==> src/rtl/core/ntg_pkg.sv <==
`default_nettype none

package ntg_pkg;

  // Field widths of the input and result beats.
  localparam int unsigned OP_W     = 1;
  localparam int unsigned KEY_W    = 7;
  localparam int unsigned VEL_W    = 7;
  localparam int unsigned SAMPLE_W = 10;

  // Tone state widths.
  localparam int unsigned FREQ_W  = 16;
  localparam int unsigned IDX_W   = 16;
  localparam int unsigned QUAD_W  = 2;
  localparam int unsigned INC_INT = 8;   // integer bits of the phase increment

  // Opcodes of the op field.
  localparam logic [OP_W-1:0] OP_NOTE = 1'b0;
  localparam logic [OP_W-1:0] OP_TICK = 1'b1;

  // Semitone table and octave split of the key.
  localparam int unsigned SEMI_W       = 6;
  localparam int unsigned SEMI_IDX_W   = 4;
  localparam int unsigned OCT_W        = 4;
  localparam int unsigned NOTE_PER_OCT = 12;
  // key / 12 equals (key * 43) >> 9 for every 7-bit key.
  localparam int unsigned OCT_RECIP_W  = 6;
  localparam int unsigned OCT_RECIP    = 43;
  localparam int unsigned OCT_SHIFT    = 9;

  // Increment = f * 628 * 2^FRAC / 500000 = (f * 628 << (FRAC - 5)) / 15625.
  localparam int unsigned FREQ_MUL_W = 10;
  localparam int unsigned FREQ_MUL   = 628;
  localparam int unsigned DIV_SHIFT  = 5;
  localparam int unsigned DIVISOR_W  = 14;
  localparam int unsigned DIVISOR    = 15625;
  localparam int unsigned RESET_HZ   = 440;

  // Output scaling.
  localparam int unsigned SCALE_W    = 16;
  localparam int unsigned LEVEL_GAIN = 510;
  localparam int unsigned OUT_SHIFT  = 6;
  localparam int unsigned SAMPLE_MAX = 1023;

  // Command queue between front and back.
  localparam int unsigned QUEUE_DEPTH = 2;
  localparam int unsigned QUEUE_PTR_W = $clog2(QUEUE_DEPTH);
  localparam int unsigned QUEUE_CNT_W = $clog2(QUEUE_DEPTH + 1);

  typedef enum logic [1:0] {
    CMD_TICK,
    CMD_NOTE_SET,
    CMD_NOTE_RECALC
  } cmd_kind_e;

  typedef struct packed {
    cmd_kind_e           kind;
    logic [VEL_W-1:0]    level;
    logic [FREQ_W-1:0]   freq;
  } cmd_t;

  typedef struct packed {
    logic full;
    logic empty;
  } queue_status_t;

  typedef struct packed {
    logic busy;
    logic done;
  } div_rsp_t;

  typedef enum logic [3:0] {
    BK_IDLE,
    BK_SQUARE,
    BK_CUBE,
    BK_RECIP,
    BK_CORRECT,
    BK_SHAPE,
    BK_SCALE,
    BK_NOTE
  } back_state_e;

  // Integer Hz of the lowest octave, one entry per semitone.
  function automatic logic [SEMI_W-1:0] semitone_hz(input logic [SEMI_IDX_W-1:0] idx);
    logic [SEMI_W-1:0] hz;
    case (idx)
      4'd0:    hz = 6'd32;
      4'd1:    hz = 6'd34;
      4'd2:    hz = 6'd36;
      4'd3:    hz = 6'd38;
      4'd4:    hz = 6'd41;
      4'd5:    hz = 6'd43;
      4'd6:    hz = 6'd46;
      4'd7:    hz = 6'd49;
      4'd8:    hz = 6'd51;
      4'd9:    hz = 6'd55;
      4'd10:   hz = 6'd58;
      4'd11:   hz = 6'd61;
      default: hz = '0;
    endcase
    return hz;
  endfunction

endpackage

`default_nettype wire

==> src/rtl/core/ntg_back.sv <==
`default_nettype none

module ntg_back #(
  parameter int unsigned FRAC_BITS = 16
) (
  input  wire logic                                 clk_i,
  input  wire logic                                 rst_ni,
  input  wire logic                                 cmd_valid_i,
  input  wire ntg_pkg::cmd_t                        cmd_i,
  output logic                                      pop_o,
  output logic                                      div_start_o,
  output logic [ntg_pkg::FREQ_W-1:0]                div_freq_o,
  input  wire ntg_pkg::div_rsp_t                    div_rsp_i,
  input  wire logic [FRAC_BITS+ntg_pkg::INC_INT-1:0] div_quot_i,
  output logic                                      valid_o,
  input  wire logic                                 stall_i,
  output logic [ntg_pkg::SAMPLE_W-1:0]              sample_o
);

  localparam int unsigned INC_W    = FRAC_BITS + ntg_pkg::INC_INT;
  localparam int unsigned X_W      = INC_W + ntg_pkg::IDX_W;
  localparam int unsigned XS_W     = FRAC_BITS + 2;   // x below 2.5
  localparam int unsigned X2_W     = FRAC_BITS + 3;   // x^2 below 6.25
  localparam int unsigned X3_W     = FRAC_BITS + 4;   // x^3 below 15.7
  localparam int unsigned Y_W      = X3_W - 1;        // x^3 / 2
  localparam int unsigned RECIP_K  = FRAC_BITS + 4;
  localparam int unsigned RECIP_W  = FRAC_BITS + 3;
  localparam int unsigned RP_W     = Y_W + RECIP_W;
  localparam int unsigned P_W      = FRAC_BITS + 1;
  localparam int unsigned B_W      = FRAC_BITS + 2;
  localparam int unsigned PROD_W   = B_W + ntg_pkg::SCALE_W;
  localparam int unsigned VAL_W    = PROD_W - FRAC_BITS - ntg_pkg::OUT_SHIFT;

  localparam logic [X_W-1:0]     BIG_Q     = X_W'(64'd5 << (FRAC_BITS - 1));
  localparam logic [X_W-1:0]     TURN_Q    = X_W'((64'd156 << FRAC_BITS) / 64'd100);
  localparam logic [RECIP_W-1:0] RECIP     = RECIP_W'((64'd1 << RECIP_K) / 64'd3);
  localparam logic [INC_W-1:0]   INC_RESET = INC_W'(((64'd440 * 64'd628) << FRAC_BITS)
                                                    / 64'd500000);
  localparam logic [P_W-1:0]     ONE_P     = P_W'(64'd1 << FRAC_BITS);
  localparam logic [B_W-1:0]     ONE_B     = B_W'(64'd1 << FRAC_BITS);
  localparam logic [B_W-1:0]     TWO_B     = B_W'(64'd2 << FRAC_BITS);

  ntg_pkg::back_state_e state_q, state_d;

  // Tone state.
  logic [INC_W-1:0]               inc_q;
  logic [ntg_pkg::IDX_W-1:0]      idx_q;
  logic [ntg_pkg::QUAD_W-1:0]     quad_q;
  logic [ntg_pkg::FREQ_W-1:0]     freq_q;
  logic [ntg_pkg::SCALE_W-1:0]    scale_q;   // level times the output gain

  // Sample datapath.
  logic [X_W-1:0]                 x_q;
  logic                           big_q, turn_q;
  logic [X2_W-1:0]                x2_q;
  logic [X3_W-1:0]                x3_q;
  logic [RP_W-1:0]                rp_q;
  logic [XS_W-1:0]                c_q;
  logic [B_W-1:0]                 biased_q;
  logic [ntg_pkg::SAMPLE_W-1:0]   sample_q;
  logic                           valid_q;

  logic                           out_free;
  logic                           take_tick, take_set, load_inc, emit;
  logic [XS_W-1:0]                xs;
  logic [2*XS_W-1:0]              sq;
  logic [X2_W+XS_W-1:0]           cu;
  logic [Y_W-1:0]                 y;
  logic [XS_W-1:0]                q0;
  logic [Y_W-1:0]                 r;
  logic [XS_W-1:0]                c_d;
  logic [XS_W-1:0]                diff;
  logic [P_W-1:0]                 p;
  logic [B_W-1:0]                 biased_d;
  logic [PROD_W-1:0]              prod;
  logic [VAL_W-1:0]               val;
  logic [ntg_pkg::SAMPLE_W-1:0]   sat;

  assign out_free = !valid_q || !stall_i;

  // Next state.
  always_comb begin
    state_d = state_q;
    case (state_q)
      ntg_pkg::BK_IDLE: begin
        if (cmd_valid_i) begin
          case (cmd_i.kind)
            ntg_pkg::CMD_TICK:                                state_d = ntg_pkg::BK_SQUARE;
            ntg_pkg::CMD_NOTE_SET, ntg_pkg::CMD_NOTE_RECALC:  state_d = ntg_pkg::BK_NOTE;
            default:                                          state_d = ntg_pkg::BK_IDLE;
          endcase
        end
      end
      ntg_pkg::BK_SQUARE:  state_d = ntg_pkg::BK_CUBE;
      ntg_pkg::BK_CUBE:    state_d = ntg_pkg::BK_RECIP;
      ntg_pkg::BK_RECIP:   state_d = ntg_pkg::BK_CORRECT;
      ntg_pkg::BK_CORRECT: state_d = ntg_pkg::BK_SHAPE;
      ntg_pkg::BK_SHAPE:   state_d = ntg_pkg::BK_SCALE;
      ntg_pkg::BK_SCALE: begin
        if (out_free) begin
          state_d = ntg_pkg::BK_IDLE;
        end
      end
      ntg_pkg::BK_NOTE: begin
        if (div_rsp_i.done) begin
          state_d = ntg_pkg::BK_IDLE;
        end
      end
      default: state_d = ntg_pkg::BK_IDLE;
    endcase
  end

  // Control outputs of the sequencer.
  always_comb begin
    pop_o       = 1'b0;
    div_start_o = 1'b0;
    div_freq_o  = freq_q;
    take_tick   = 1'b0;
    take_set    = 1'b0;
    load_inc    = 1'b0;
    emit        = 1'b0;
    case (state_q)
      ntg_pkg::BK_IDLE: begin
        pop_o = cmd_valid_i;
        case (cmd_i.kind)
          ntg_pkg::CMD_TICK: begin
            take_tick = cmd_valid_i;
          end
          ntg_pkg::CMD_NOTE_SET: begin
            take_set    = cmd_valid_i;
            div_start_o = cmd_valid_i;
            div_freq_o  = cmd_i.freq;
          end
          ntg_pkg::CMD_NOTE_RECALC: begin
            div_start_o = cmd_valid_i;
          end
          default: begin
          end
        endcase
      end
      ntg_pkg::BK_SCALE: emit     = out_free;
      ntg_pkg::BK_NOTE:  load_inc = div_rsp_i.done;
      default: begin
      end
    endcase
  end

  // Polynomial datapath: x^2, x^3, x^3/6 by reciprocal, then shape.
  assign xs = x_q[XS_W-1:0];
  assign sq = (2*XS_W)'(xs) * (2*XS_W)'(xs);
  assign cu = (X2_W+XS_W)'(x2_q) * (X2_W+XS_W)'(xs);
  assign y  = x3_q[X3_W-1:1];
  assign q0 = rp_q[RECIP_K +: XS_W];
  assign r  = y - (Y_W'({q0, 1'b0}) + Y_W'(q0));
  assign c_d = (r >= Y_W'(3)) ? (q0 + XS_W'(1)) : q0;

  // Quarter sine, clamped to 0..1, mapped to the quadrant with a bias of one.
  assign diff = xs - c_q;
  always_comb begin
    if (big_q || (c_q >= xs)) begin
      p = '0;
    end else if (diff > XS_W'(ONE_P)) begin
      p = ONE_P;
    end else begin
      p = diff[P_W-1:0];
    end
    case (quad_q)
      2'd0:    biased_d = ONE_B + B_W'(p);
      2'd1:    biased_d = TWO_B - B_W'(p);
      2'd2:    biased_d = ONE_B - B_W'(p);
      default: biased_d = B_W'(p);
    endcase
  end

  // Level scaling and saturation.
  assign prod = PROD_W'(biased_q) * PROD_W'(scale_q);
  assign val  = prod[PROD_W-1 -: VAL_W];
  assign sat  = (val > VAL_W'(ntg_pkg::SAMPLE_MAX)) ? ntg_pkg::SAMPLE_W'(ntg_pkg::SAMPLE_MAX)
                                                   : val[ntg_pkg::SAMPLE_W-1:0];

  // Sequencer and tone state.
  always_ff @(posedge clk_i or negedge rst_ni) begin
    if (!rst_ni) begin
      state_q <= ntg_pkg::BK_IDLE;
      inc_q   <= INC_RESET;
      idx_q   <= '0;
      quad_q  <= '0;
      freq_q  <= ntg_pkg::FREQ_W'(1);
      scale_q <= '0;
      valid_q <= 1'b0;
    end else begin
      state_q <= state_d;
      if (take_set) begin
        freq_q  <= cmd_i.freq;
        scale_q <= ntg_pkg::SCALE_W'(cmd_i.level) * ntg_pkg::SCALE_W'(ntg_pkg::LEVEL_GAIN);
      end
      if (load_inc) begin
        inc_q <= div_quot_i;
      end
      if (emit) begin
        valid_q <= 1'b1;
        if (turn_q) begin
          quad_q <= quad_q + ntg_pkg::QUAD_W'(1);
          idx_q  <= ntg_pkg::IDX_W'(1);
        end else begin
          idx_q  <= idx_q + ntg_pkg::IDX_W'(1);
        end
      end else if (!stall_i) begin
        valid_q <= 1'b0;
      end
    end
  end

  // Datapath registers, one stage of work per state.
  always_ff @(posedge clk_i) begin
    if (take_tick) begin
      x_q <= X_W'(inc_q) * X_W'(idx_q);
    end
    if (state_q == ntg_pkg::BK_SQUARE) begin
      big_q  <= (x_q > BIG_Q);
      turn_q <= (x_q > TURN_Q);
      x2_q   <= sq[FRAC_BITS +: X2_W];
    end
    if (state_q == ntg_pkg::BK_CUBE) begin
      x3_q <= cu[FRAC_BITS +: X3_W];
    end
    if (state_q == ntg_pkg::BK_RECIP) begin
      rp_q <= RP_W'(y) * RP_W'(RECIP);
    end
    if (state_q == ntg_pkg::BK_CORRECT) begin
      c_q <= c_d;
    end
    if (state_q == ntg_pkg::BK_SHAPE) begin
      biased_q <= biased_d;
    end
    if (emit) begin
      sample_q <= sat;
    end
  end

  assign valid_o  = valid_q;
  assign sample_o = sample_q;

endmodule

`default_nettype wire

==> config.mk <==
export PLATFORM = sky130hd
export DESIGN_NAME = ntg_back
export DESIGN_NICKNAME = d
export VERILOG_FILES = /design/src/rtl/core/ntg_pkg.sv /design/src/rtl/core/ntg_back.sv
export SDC_FILE = /design/constraint.sdc
export NUM_CORES = 2
export LEC_CHECK = 0
export BUFFER_PORTS_ARGS = -buffer_cell sky130_fd_sc_hd__buf_2
export CORE_MARGIN = 2
export CORE_UTILIZATION = 30
export CTS_CLUSTER_SIZE = 16
export DETAILED_ROUTE_END_ITERATION = 10
export GPL_TIMING_DRIVEN = 0
export PLACE_DENSITY = 0.54
export REMOVE_ABC_BUFFERS = 1
export SLEW_MARGIN = 20
export SYNTH_ARGS = -nofsm -noshare
export SYNTH_HDL_FRONTEND = slang
export SYNTH_SLANG_ARGS = --single-unit
export TNS_END_PERCENT = 5
==> constraint.sdc <==
create_clock -name clk_i -period 7 [get_ports clk_i]
set_input_delay 1.4 -clock clk_i [delete_from_list [all_inputs] [get_ports clk_i]]
set_output_delay 1.4 -clock clk_i [all_outputs]
set_load 0.05 [all_outputs]
Word level (Yosys, flattened, before mapping)
Cells that the tools add are included.
- $lt $le $gt $ge: 6
- muxes and demuxes: 23
- bitwise logic cells: 0
- divide/modulo/power cells: 0
- reductions and logical operators: 10
- $mul: 6
- equality and inequality tests: 15
- shift-type cells: 0
- add/sub/neg operators: 9
- operators by type and width (cell ; number):
    one-hot mux 18 bit (3 select lines) ; 1
    two-way mux 16 bit ; 3
    greater-than comparator 40 x 17 -> 1 bit (second input constant) ; 1
    greater-than comparator 40 x 18 -> 1 bit (second input constant) ; 1
    multiplier 24 x 16 -> 40 bit ; 1
    multiplier 19 x 19 -> 38 bit (second input constant) ; 1
    multiplier 19 x 18 -> 36 bit ; 1
    multiplier 18 x 18 -> 35 bit ; 1
    two-way mux 17 bit ; 2
    multiplier 18 x 15 -> 33 bit ; 1
    one-hot mux 4 bit (8 select lines) ; 1
    adder 19 x 18 -> 19 bit ; 1
    >= comparator 19 x 2 -> 1 bit (second input constant) ; 1
    subtractor 19 bit ; 1
    adder 17 x 17 -> 18 bit (first input constant) ; 1
    adder 18 x 1 -> 18 bit (second input constant) ; 1
    >= comparator 18 bit ; 1
    greater-than comparator 18 x 17 -> 1 bit (second input constant) ; 1
    two-way mux 18 bit ; 1
    subtractor 17 x 17 -> 18 bit (first input constant) ; 1
    subtractor 18 x 17 -> 18 bit (first input constant) ; 1
    subtractor 18 bit ; 1
    adder 16 x 1 -> 16 bit (second input constant) ; 1
    == test 4 x 3 -> 1 bit (second input constant) ; 4
    other kinds (19) ; 39
- memories kept: 0
- input bits: 55
- bits in latches: 0
- word-level logic and storage cells: 85
- flip-flop bits (word level): 243
- memory bits (writable): 0
- bits in read-only memories: 0

Longest topological paths before layout
- depth after elaboration: 6
- gate-level depth with buffers: 28

Worst setup path after synthesis
No wires, ideal clock.
- path kind: register -> register
- start point: reg idx_q[2] in the netlist's numbering
- end point: reg x_q[39] (data pin)
- period minus slack after synthesis: 7060 ps
- required time: 6740 ps
- cell stages (with the launch flop): 28
- buffers on the path: 3
- arrival: 6800 ps
- setup slack: -60 ps
- path through: dfrtp_1 -> clkbuf_1 -> clkbuf_1 -> nand2_1 -> fa_1 -> inv_1 -> fa_1 -> inv_1 -> fa_1 -> inv_1 -> fa_1 -> fa_1 -> inv_1 -> fa_1 -> inv_1 -> ha_1 -> buf_2 -> a211oi_1 -> o21ai_1 -> a221o_1 -> a21o_1 -> a221o_1 -> a41o_1 -> o41ai_2 -> o211ai_1 -> a31o_1 -> a21oi_2 -> xnor2_1
- longest elaborated chain between the ends: 1
- RTL lines (what ; line ; source):
    start, declared ; ntg_back.sv:47 ; logic [ntg_pkg::IDX_W-1:0] idx_q;
    start signal, assigned ; ntg_back.sv:204 ; idx_q <= ntg_pkg::IDX_W'(1);
    start signal, assigned ; ntg_back.sv:206 ; idx_q <= idx_q + ntg_pkg::IDX_W'(1);
    multiplier 24 x 16 -> 40 bit ; ntg_back.sv:217 ; x_q <= X_W'(inc_q) * X_W'(idx_q);
    end signal, assigned ; ntg_back.sv:217 ;
    end, declared ; ntg_back.sv:53 ; logic [X_W-1:0] x_q;
No other way between the ends.
A chain may end at the register's enable or synchronous reset.

Worst setup path after layout
- start point: reg x_q[11]
- end point: reg x2_q[18] (data pin)
- longest elaborated chain between the ends: 1
- RTL lines (what ; line ; source):
    multiplier 18 x 18 -> 35 bit ; ntg_back.sv:150 ; assign sq = (2*XS_W)'(xs) * (2*XS_W)'(xs);
    net sq[34] ; ntg_back.sv:66 ; logic [2*XS_W-1:0] sq;
    end signal, assigned ; ntg_back.sv:222 ; x2_q <= sq[FRAC_BITS +: X2_W];
    end, declared ; ntg_back.sv:55 ; logic [X2_W-1:0] x2_q;
The timed path passes the listed nets, and every way through them passes these cells.

==> metrics.cfg <==
[critical_path]
worstRegToRegCells = 23
regToRegEndpoint = x2_q[18]
reg2reg_setup_slack_ns = 0.05
worst-setup-path-type = reg2reg
crit-reg2reg-launch = x_q[11]
timing.critical_path.cells = buf_8, buf_8, and2_1, fa_1, inv_1, fa_1, fa_1, fa_1, inv_1, fa_1, fa_1, ha_1, a21o_1, or4_4, nor3_4, o31a_1, o21ai_4, a211oi_4, a21oi_2, and4_1, o31a_1, nor2_1, xnor2_1
critPathRequiredTime_ns = 7.31
worstPathMaxFanout = 13
worst_setup_path_end_kind = register
critPathLaunchType = register
worst_path_max_delay_cell = sky130_fd_sc_hd__fa_1
slowest_delay_ns = 0.52
cp_dominant_cell_by_count = sky130_fd_sc_hd__fa_1
worst-endpoint-arrival_ns = 7.26

[timing]
finalHoldViolations = 0
grt_setup_unrepaired = true
fin_skew_ns = 0.02104
timing.final.setup_violations = 0
finalWorstPathRequiredPeriod_ns = 6.952
tightestPinTransition_ns = 0.9715
slew_headroom_pct = 35.24
final_max_slew_viol_count = 0
final.period_utilization_pct = 99.32
max_clock_freq_mhz = 143.8

[yosys]
synth.largest_area_cell = sky130_fd_sc_hd__fa_1
synth_async_sr_flop_share_pct = 34.84
synthTopCellsByCount = 1531 x sky130_fd_sc_hd__inv_1, 1153 x sky130_fd_sc_hd__fa_1, 745 x sky130_fd_sc_hd__nand2_1
avg_inst_size_synth_um2 = 9.380
synth.ff_latch_count = 221
synthTopCellsByArea = sky130_fd_sc_hd__fa_1 40%, sky130_fd_sc_hd__ha_1 15%, sky130_fd_sc_hd__inv_1 10%
synth_most_common_cell = sky130_fd_sc_hd__inv_1
synth_top_cell_area_share_pct = 39.99
synthesis.instances = 6153
ys_dominant_reg_cell = sky130_fd_sc_hd__edfxtp_1
synth.cell_area_um2 = 57710
ys_seq_area_share_pct = 10.85
post_synth_edffs = 144
yosysUniqueCellTypes = 91
yosys_warnings = 0

[detailed_routing]
vias = 40280
via_per_inst = 4.596
wirelength_um = 143600
detail_route.first_pass.iterations = 5
detail_route_antenna_nets = 0
drt_iter0_drc = 1973
drt-wirelength-per-cell_um = 16.38
remaining_drc_errors = 0

[hold_path]
hold-path-endpoint = freq_q[11]
hold_path_depth = 1
hold_path_class = reg2reg
hold_path.startpoint = freq_q[11]

[global_routing]
grt_usage_pct = 15.03
antenna_violations_before_repair = 4
number_of_global_route_vias_before_repair = 44230
grt_start_max_net_pins = 44
grt_overflow_total = 0
grt_pass1_wl_um = 238300

[finish]
finalNetCount = 8101
drive_gt1_share_pct = 8.801
post_layout_nonfiller_instances = 8763
fraction_of_the_core_area_covered_by_cells_at_the_end_of_the_flow_pct = 33.65
filler_cell_count = 19600
final_design_area_no_fill_um2 = 64130
syn2layout_area_growth_pct = 11.11

[die]
count_of_pins_on_the_block_boundary = 84
die_x_um = 442.6
row_cnt = 160
core_region_area_um2 = 190600
floorplan.die_area_um2 = 195900
starting_density_of_the_core_pct = 30.28
dieHeight_um = 442.6

[placed_design]
place.detailed.instances = 8559
portBuffers = 82
dp_hpwl_um = 111300
gpl.final_weighted_congestion = 0.8393
post_dp_cell_area_um2 = 61260

[clock_network]
clock_tree.root_cell = sky130_fd_sc_hd__clkbuf_16
clockBufferDepth = 3
worst_setup_hold_path_clk_slew_ns = 0.05
cts.sink_count = 221
h_tree_level_count = 2
tritoncts = yes
clk_latency_ns = 0.58
numCtsBuffers = 34

[job]
maxCapViolations = 0

[run_status]
outcome = finished, final reports clean

worst max path at each step:
stage	from	end	slack, ns
after floorplan	x_q[10]	x2_q[18]	-0.04
after global placement	x_q[10]	x2_q[18]	-2.45
after detailed placement	x_q[14]	x2_q[18]	-1.23
after CTS	x_q[11]	x2_q[18]	-0.04
after global routing	inc_q[11]	x_q[39]	-0.21
final	x_q[11]	x2_q[18]	0.05
cells by family (layout without fill, tap and decap cells):
kind of cell / count (synthesis) / after routing / synth area share (%)
buffers and inverters: 1775 / 1870 / 11.59
AOI/OAI and AO/OA: 440 / 441 / 5.105
and+or+nand+nor: 1657 / 1657 / 14.04
other: 0 / 3 / 0
muxes: 68 / 68 / 1.314
xor gates and xnor gates: 170 / 170 / 2.604
DFF: 221 / 221 / 10.85
adders and majority gates: 1822 / 1822 / 54.50
cells in the final DEF (no fill, tap or decap), types with 30 or more instances in the layout:
| master | netlist | routed |
|---|---|---|
| sky130_fd_sc_hd__a21o_1 | 60 | 59 |
| sky130_fd_sc_hd__a21oi_1 | 109 | 102 |
| sky130_fd_sc_hd__and2_1 | 479 | 476 |
| sky130_fd_sc_hd__buf_2 | 4 | 81 |
| sky130_fd_sc_hd__buf_4 | 1 | 121 |
| sky130_fd_sc_hd__buf_8 | 0 | 33 |
| sky130_fd_sc_hd__clkbuf_16 | 0 | 37 |
| sky130_fd_sc_hd__edfxtp_1 | 144 | 144 |
| sky130_fd_sc_hd__fa_1 | 1153 | 1149 |
| sky130_fd_sc_hd__ha_1 | 669 | 658 |
| sky130_fd_sc_hd__inv_1 | 1531 | 1527 |
| sky130_fd_sc_hd__mux2_2 | 62 | 62 |
| sky130_fd_sc_hd__nand2_1 | 745 | 743 |
| sky130_fd_sc_hd__nand2b_1 | 30 | 30 |
| sky130_fd_sc_hd__nand3_1 | 33 | 33 |
| sky130_fd_sc_hd__nor2_1 | 173 | 170 |
| sky130_fd_sc_hd__nor3_1 | 38 | 35 |
| sky130_fd_sc_hd__o21ai_0 | 86 | 81 |
| sky130_fd_sc_hd__xnor2_1 | 114 | 114 |
| sky130_fd_sc_hd__xor2_1 | 55 | 55 |
flip-flops by register name, indices dropped and copies added (netlist names):
signal / flops
biased_q: 18
big_q: 1
c_q: 18
freq_q: 16
idx_q: 16
inc_q: 24
quad_q: 2
rp_q: 18
sample_o: 10
scale_q: 15
state_q: 3
turn_q: 1
valid_o: 1
x2_q: 19
x3_q: 19
x_q: 40
worst max-delay path, delay by kind of cell (launching register included):
kind                     cells  cell delay (ns)
buffers and inverters        4             0.42
XOR/XNOR                     1             0.07
flip-flops                   1             0.42
AO/OA/AOI/OAI                6             1.27
adder cells (fa/ha/maj)      7             3.30
AND/OR/NAND/NOR              5             1.19
per-layer routing:
layer	vias to the layer above	GRT usage (%)	wire, um
li1	18680	-	-
met1	20790	20.07	64330
met4	0	2.957	2827
met2	679	26.24	70820
met5	-	0	0
met3	131	1.682	5584
per-stage QoR:
step	TNS, ns	setup WS, ns	hold slack, ns
floorplan	-0.03528	-0.03528	0.4755
global placement	-65.40	-2.445	0.4847
detailed placement	-28.23	-1.235	0.4936
CTS	-0.1135	-0.03965	0.5073
global route	-1.456	-0.2130	0.5192
finish	0	0.04780	0.5040
what timing repair did:
action	CTS	global route
hold buffers	0	0
setup endpoints to repair	56	26
buffers inserted	115	24
resized for setup	111	45
cloned	1	0
pin swaps	17	25
hold endpoints to repair	0	0
layout make-up:
| type | count | area (um2) | share of cell area (%) |
|---|---|---|---|
| clock buffer | 44 | 972.2 | 1.516 |
| inverter | 1535 | 5788 | 9.026 |
| timing repair buffer | 274 | 2507 | 3.910 |
| antenna | 3 | 7.507 | 0.01171 |
| clock inverter | 17 | 138.9 | 0.2166 |
| multi-input combinational | 4158 | 45160 | 70.42 |
| sequential | 221 | 6414 | 10.00 |
| tap | 2511 | 3142 | 4.899 |
Power is not shown: default switching activity piles up to over one toggle a cycle in this logic, so the estimate is an artifact.
